--- config.mk ---
export PLATFORM = sky130hd
export DESIGN_NAME = dwc_ctrl
export DESIGN_NICKNAME = d
export VERILOG_FILES = /design/src/hdl/dwc_pkg.sv /design/src/hdl/dwc_ctrl.sv
export SDC_FILE = /design/constraint.sdc
export NUM_CORES = 1
export LEC_CHECK = 0
export BUFFER_PORTS_ARGS = -buffer_cell sky130_fd_sc_hd__buf_2
export CAP_MARGIN = 20
export CELL_PAD_IN_SITES_DETAIL_PLACEMENT = 0
export CELL_PAD_IN_SITES_GLOBAL_PLACEMENT = 1
export CORE_ASPECT_RATIO = 1.5
export CORE_MARGIN = 4
export CORE_UTILIZATION = 36
export DETAILED_ROUTE_END_ITERATION = 10
export GPL_ROUTABILITY_DRIVEN = 0
export PLACE_DENSITY_LB_ADDON = 0.08
export SYNTH_ARGS = -nofsm -noshare
export SYNTH_HDL_FRONTEND = slang
export SYNTH_SLANG_ARGS = --single-unit
export TNS_END_PERCENT = 50
--- constraint.sdc ---
create_clock -name clock -period 1.8 [get_ports clock]
set_input_delay 0 -clock clock [delete_from_list [all_inputs] [get_ports clock]]
set_output_delay 0 -clock clock [all_outputs]
set_load 0.02 [all_outputs]
--- src/hdl/dwc_pkg.sv ---
// ----------------------------------------------------------------------------
// dwc_pkg: shared constants and types for the 7x7 depthwise convolution
// widths, operation and register codes, controller command bundle
// ----------------------------------------------------------------------------
package dwc_pkg;

   // kernel geometry
   localparam int KSIZE = 7;
   localparam int KPAD  = 3;
   localparam int KTAPS = KSIZE * KSIZE;

   // pixel store geometry (row and col ports are 6 bits wide)
   localparam int MAX_HEIGHT = 64;
   localparam int MAX_WIDTH  = 64;
   localparam int ROW_W      = 6;
   localparam int COL_W      = 6;
   localparam int PIX_DEPTH  = MAX_HEIGHT * MAX_WIDTH;
   localparam int PIX_AW     = $clog2(PIX_DEPTH);

   localparam int KIDX_W  = $clog2(KSIZE);
   localparam int TAP_W   = $clog2(KTAPS);
   localparam int DATA_W  = 8;
   localparam int PROD_W  = 2 * DATA_W;
   localparam int ACC_W   = 32;
   localparam int DIM_W   = 7;
   localparam int SHIFT_W = 5;
   localparam int OP_W    = 2;
   localparam int CSR_IDX_W = 2;
   localparam int CSR_DATA_W = 7;

   localparam int SAT_HI = 127;
   localparam int SAT_LO = -128;

   // operation codes
   localparam logic [OP_W-1:0] OP_LOAD_WEIGHT = 2'd0;
   localparam logic [OP_W-1:0] OP_LOAD_BIAS   = 2'd1;
   localparam logic [OP_W-1:0] OP_STORE_PIXEL = 2'd2;
   localparam logic [OP_W-1:0] OP_COMPUTE     = 2'd3;

   // register indexes
   localparam logic [CSR_IDX_W-1:0] CSR_PLANE_HEIGHT = 2'd0;
   localparam logic [CSR_IDX_W-1:0] CSR_PLANE_WIDTH  = 2'd1;
   localparam logic [CSR_IDX_W-1:0] CSR_RELU_ENABLE  = 2'd2;
   localparam logic [CSR_IDX_W-1:0] CSR_OUTPUT_SHIFT = 2'd3;

   // controller to datapath
   typedef struct packed {
      logic              accept;    // request beat taken this cycle
      logic              start;     // latch query position, preload bias
      logic              issue;     // read one tap
      logic [KIDX_W-1:0] kr;
      logic [KIDX_W-1:0] kc;
      logic [TAP_W-1:0]  tap;
      logic              shift_en;  // register shifted sum
      logic              out_load;  // load output register
   } dwc_cmd_type;

endpackage

--- src/hdl/dwc_ctrl.sv ---
// ----------------------------------------------------------------------------
// dwc_ctrl: sequencer for the convolution
// steps through the 49 taps, then shift, saturate and result hand-off
// ----------------------------------------------------------------------------
module dwc_ctrl (
   input  logic                      clock,
   input  logic                      reset,
   input  logic                      req_valid,
   output logic                      req_ready,
   input  logic [dwc_pkg::OP_W-1:0]  req_operation,
   output logic                      rsp_valid,
   input  logic                      rsp_ready,
   output dwc_pkg::dwc_cmd_type      cmd
);

   localparam logic [2:0] S_IDLE   = 3'd0;
   localparam logic [2:0] S_RUN    = 3'd1;
   localparam logic [2:0] S_DRAIN  = 3'd2;
   localparam logic [2:0] S_SHIFT  = 3'd3;
   localparam logic [2:0] S_FINISH = 3'd4;

   localparam logic [dwc_pkg::KIDX_W-1:0] K_LAST = dwc_pkg::KIDX_W'(dwc_pkg::KSIZE - 1);

   logic [2:0]                   state_ff, state_in;
   logic [dwc_pkg::KIDX_W-1:0]   kr_ff, kr_in;
   logic [dwc_pkg::KIDX_W-1:0]   kc_ff, kc_in;
   logic [dwc_pkg::TAP_W-1:0]    tap_ff, tap_in;
   logic                         rsp_valid_ff, rsp_valid_in;
   logic                         accept;
   logic                         slot_free;

   assign req_ready = (state_ff == S_IDLE);
   assign accept    = req_valid && req_ready;
   assign slot_free = !rsp_valid_ff || rsp_ready;

   always_comb begin
      state_in     = state_ff;
      kr_in        = kr_ff;
      kc_in        = kc_ff;
      tap_in       = tap_ff;
      rsp_valid_in = rsp_valid_ff && !rsp_ready;
      cmd          = '0;
      cmd.accept   = accept;
      cmd.kr       = kr_ff;
      cmd.kc       = kc_ff;
      cmd.tap      = tap_ff;
      unique case (state_ff)
         S_IDLE: begin
            if (accept && req_operation == dwc_pkg::OP_COMPUTE) begin
               cmd.start = 1'b1;
               kr_in     = '0;
               kc_in     = '0;
               tap_in    = '0;
               state_in  = S_RUN;
            end
         end
         S_RUN: begin
            cmd.issue = 1'b1;
            tap_in    = tap_ff + 1'b1;
            if (kc_ff == K_LAST) begin
               kc_in = '0;
               if (kr_ff == K_LAST) begin
                  state_in = S_DRAIN;
               end else begin
                  kr_in = kr_ff + 1'b1;
               end
            end else begin
               kc_in = kc_ff + 1'b1;
            end
         end
         S_DRAIN: begin
            state_in = S_SHIFT;
         end
         S_SHIFT: begin
            cmd.shift_en = 1'b1;
            state_in     = S_FINISH;
         end
         S_FINISH: begin
            if (slot_free) begin
               cmd.out_load = 1'b1;
               rsp_valid_in = 1'b1;
               state_in     = S_IDLE;
            end
         end
         default: begin
            state_in = S_IDLE;
         end
      endcase
   end

   always_ff @(posedge clock) begin
      if (reset) begin
         state_ff     <= S_IDLE;
         kr_ff        <= '0;
         kc_ff        <= '0;
         tap_ff       <= '0;
         rsp_valid_ff <= 1'b0;
      end else begin
         state_ff     <= state_in;
         kr_ff        <= kr_in;
         kc_ff        <= kc_in;
         tap_ff       <= tap_in;
         rsp_valid_ff <= rsp_valid_in;
      end
   end

   assign rsp_valid = rsp_valid_ff;

endmodule

==> metrics list <==
- Part of the total power dissipated in combinational logic: 0.525
- In this run the core area contains 21 standard-cell rows.
- Category of the worst setup path launch point: flip-flop
- 0 antenna diodes ended up in the layout.
* Static Leakage: around 0.45 nW
- Number of flip-flops and latches in the synthesized netlist: 16
- Summed over all layers, the global routing overflow is 0.
* # DRC: 0
* Largest net degree at the start of global routing: 17
- Worst path top cell family by delay: simple AND/OR/NAND/NOR gates
* Number of unique standard cell types used by synthesis: 38
* FMAX: slightly below 600 MHz
- Slew at the pin closest to its max-slew limit: between 500 and 600 ps
* Final-layout worst hold slack: 35.4 ps
- Largest incremental delay on the critical path: roughly 470 ps
- For the worst setup path, the data arrival time is ~1900 ps.
- In the finished design, the share of the clock period the worst path needs comes to 0.944.
* Clock transition at path regs: 90 ps
* Net total in the final layout: 138
- Maximum fanout along the worst path: 10
* Via count of the first global-routing pass: 780
* I/O Buffers: 24
- Yosys attributes the largest share of cell area to dfxtp_1 37%, nor2_1 6.1%, a21oi_1 5.2%, ha_1 4.3%, o21ai_0 4.0%.
- The internal portion of the total power is approximately 0.75 mW.
- Peak ir drop on the vdd network: ~0.0006 V
* Most used standard cell by instance count after synthesis: dfxtp_1
- Counting tap cells, the placed design contains a total of between 100 and 150 instances.
- The count of cells in the finished layout, fillers not included, comes to 150.
- Final Hold Vio Count: 0
- Clock share of power: 0.134
* Yosys warning count: 0
- Counting the buffers created by CTS gives 3.
- Setup repair after global routing left no endpoint under its margin.
* Worst Hold Class: in2reg
* Category of the worst setup path capture point: flip-flop
- Wire length of the first global-routing pass: 3570 um
- Of the cells placed in the final design, the portion with a size suffix greater than 1 is 0.260.
* Post-DP HPWL: roughly 1600 um
- Floorplan Core Area: between 2000 and 2500 sq um
- At the later pin of the worst-skew pair, clock insertion delay measures around 280 ps.
- Count of maximum capacitance violations: 0
* Post-synth top cells: 16 x dfxtp_1, 14 x nor2_1, 9 x a21oi_1
* Sequential-to-total area share from yosys stat: 0.370
- Dividing the detail-routed wire length by the instance count gives ~14 um.
- Register-to-register path setup slack: slightly above 100 ps
- Setup total negative slack: 0 ps
* Number of routed nets with antenna violations: 0
- Area leader, netlist: dfxtp_1
* Capture endpoint of the worst hold path: rsp_valid$_SDFF_PP0_
- Post-cts sizing count: 0
* Die Width: roughly 48 um
- Origin of the critical flop-to-flop path: state_ff[1]$_SDFFE_PP0P_
- Total net switching power: about 0.65 mW
- Setup violations remaining at the end of the flow were counted as 0.
* Sequence of cells on the critical path: or3b_1 > clkinv_8 > o21a_1 > or4_1 > a21oi_1
- After layout, the minimum clock period comes to 1700 ps.
- The first routing iteration left 26 violations.
* Cell chosen for the clock root: clkbuf_4
- For this run, the detailed router's first-pass iteration total came to 4.
- Max H-tree Level: 1
- Reg power frac: 0.341
- Post-synth ARST share: 0
- Cts hold-fix bufs: 0
* Clock buffer depth: 2
* Vertical extent of the die: between 60 and 70 um
* Number of sinks on the clock net: 16
* Depth of the most critical reg-to-reg path: 5
- Via density: roughly 5.5
- In this run the post-CTS setup repair buffer count came out at 0.
* Hold Path Origin: rsp_ready
- The initial utilization of the core area, before any placement, comes to 0.383.
- The die covers between 3000 and 4000 sq um.
- Critical R2R Capture: kr_ff[1]$_SDFFE_PP0P_
- Share of the synthesized area in the top cell type: 0.370
- Worst EP required: 2020 ps
- Synthesis produced a netlist with a net count of between 100 and 150.
- The number of antenna violations at the first check in global routing is 0.
- Yosys mapped a number of flops with a built-in enable equal to 0.
- Sum of buffers and inverters on the critical path: 1
* Total routing usage reported by global routing: 0.154
* Ys flop type: dfxtp_1
* Run status: complete, no violations
- Summing over every cut layer, the via total after detailed routing is 830.
* Area growth syn-to-layout: 17.1%
- Top Ports: 25
- Routed WL: roughly 2200 um
- Worst-path cell with the longest stage delay: or4_1
- Net switching share of the total power: 0.462
- TritonCTS built the clock tree.
* Avg Synthesized Cell Area: roughly 8.3 sq um
- Clock tree skew after final layout: 3.10 ps
* Total power per unit cell area: between 1000 and 1500 nW/um^2
- The mapped netlist covers roughly 870 sq um.
* Critical path class: reg2reg
* Fin. max-slew vios: 0
- Cells after synthesis: 104
* Worst-case headroom to the max-slew limit: 0.652
- The worst hold path was traced through 4 stages.
[registers in the layout (all words and copies together), names as in the netlist]
signal     count
rsp_valid      1
kc_ff          3
state_ff       3
tap_ff         6
kr_ff          3
[placed cells by master (no fill, tap or decap), drive strengths merged, types with 2 or more instances in the layout]
| cell type | n |
|---|---|
| a22oi | 2 |
| and3 | 2 |
| ha | 3 |
| dfxtp | 16 |
| or3 | 2 |
| nor2 | 14 |
| clkinv | 2 |
| a311oi | 2 |
| o21ai | 7 |
| nand4 | 2 |
| nand3 | 4 |
| a31oi | 3 |
| o21a | 2 |
| clkbuf | 3 |
| a21oi | 9 |
| buf | 28 |
| nor3 | 2 |
| nand2 | 8 |
[cells by family after synthesis]
group	Yosys count	synth area share
DFF	16	0.370
xor gates and xnor gates	2	0.0202
buffers and inverters	11	0.0896
and+or+nand+nor	42	0.243
adders and majority gates	3	0.0434
AOI/OAI and AO/OA	30	0.234
[worst register-to-register path, cell delays in order (launching register included)]
cell and delay, ps:
dfxtp_1 440, or3b_1 320, clkinv_8 120, o21a_1 150, or4_1 470, a21oi_1 140
[layer usage]
layer / part of all wire / vias up / GRT usage
li1: - / 423 / -
met1: 0.39 / 380 / 0.183
met2: 0.54 / 23 / 0.255
met3: 0.048 / 4 / 0.0237
met4: 0.017 / 0 / 0.0774
met5: 0 / - / 0
[metrics by stage]
| step | setup slack [ps] | power [mW] | instance area, sq um | utilization |
|---|---|---|---|---|
| 5_1_grt | 34.2 | 1.52 | 1010 | 0.449 |
| 3_3_place_gp | 180 | 1.22 | 991 | 0.439 |
| 6_report | 102 | 1.40 | 1010 | 0.449 |
| 4_1_cts | 107 | 1.42 | 1010 | 0.449 |
| 3_5_place_dp | 112 | 1.22 | 991 | 0.439 |
| 2_1_floorplan | 133 | 1.05 | 866 | - |
[worst max path at each step]
stage / startpoint / end / slack, ps / cells after the start
global placement: state_ff[1]$_SDFFE_PP0P_ / kr_ff[1]$_SDFFE_PP0P_ / 180 / 5
detailed placement: state_ff[1]$_SDFFE_PP0P_ / kr_ff[1]$_SDFFE_PP0P_ / 110 / 5
global route: state_ff[1]$_SDFFE_PP0P_ / kr_ff[1]$_SDFFE_PP0P_ / 30 / 5
floorplan: state_ff[2]$_SDFFE_PP0P_ / kr_ff[1]$_SDFFE_PP0P_ / 130 / 6
finish: state_ff[1]$_SDFFE_PP0P_ / kr_ff[1]$_SDFFE_PP0P_ / 100 / 5
CTS: state_ff[1]$_SDFFE_PP0P_ / kr_ff[1]$_SDFFE_PP0P_ / 110 / 5
[power groups by stage]
stage | Combinational (mW) | Sequential [mW] | Clock [mW]
finish | 0.737 | 0.478 | 0.189
global placement | 0.735 | 0.481 | 0
detailed placement | 0.734 | 0.486 | 0
CTS | 0.739 | 0.478 | 0.201
global route | 0.813 | 0.488 | 0.216
floorplan | 0.542 | 0.504 | 0
[layout make-up]
class | count | area [sq um]
Fill cell | 235 | 1250
Tap cell | 23 | 28.8
Clock buffer | 3 | 22.5
Inverter | 3 | 23.8
Sequential cell | 16 | 320
Multi-Input combinational cell | 77 | 468
Timing Repair Buffer | 28 | 150
Note: power is estimated with default switching activity, not from simulation.
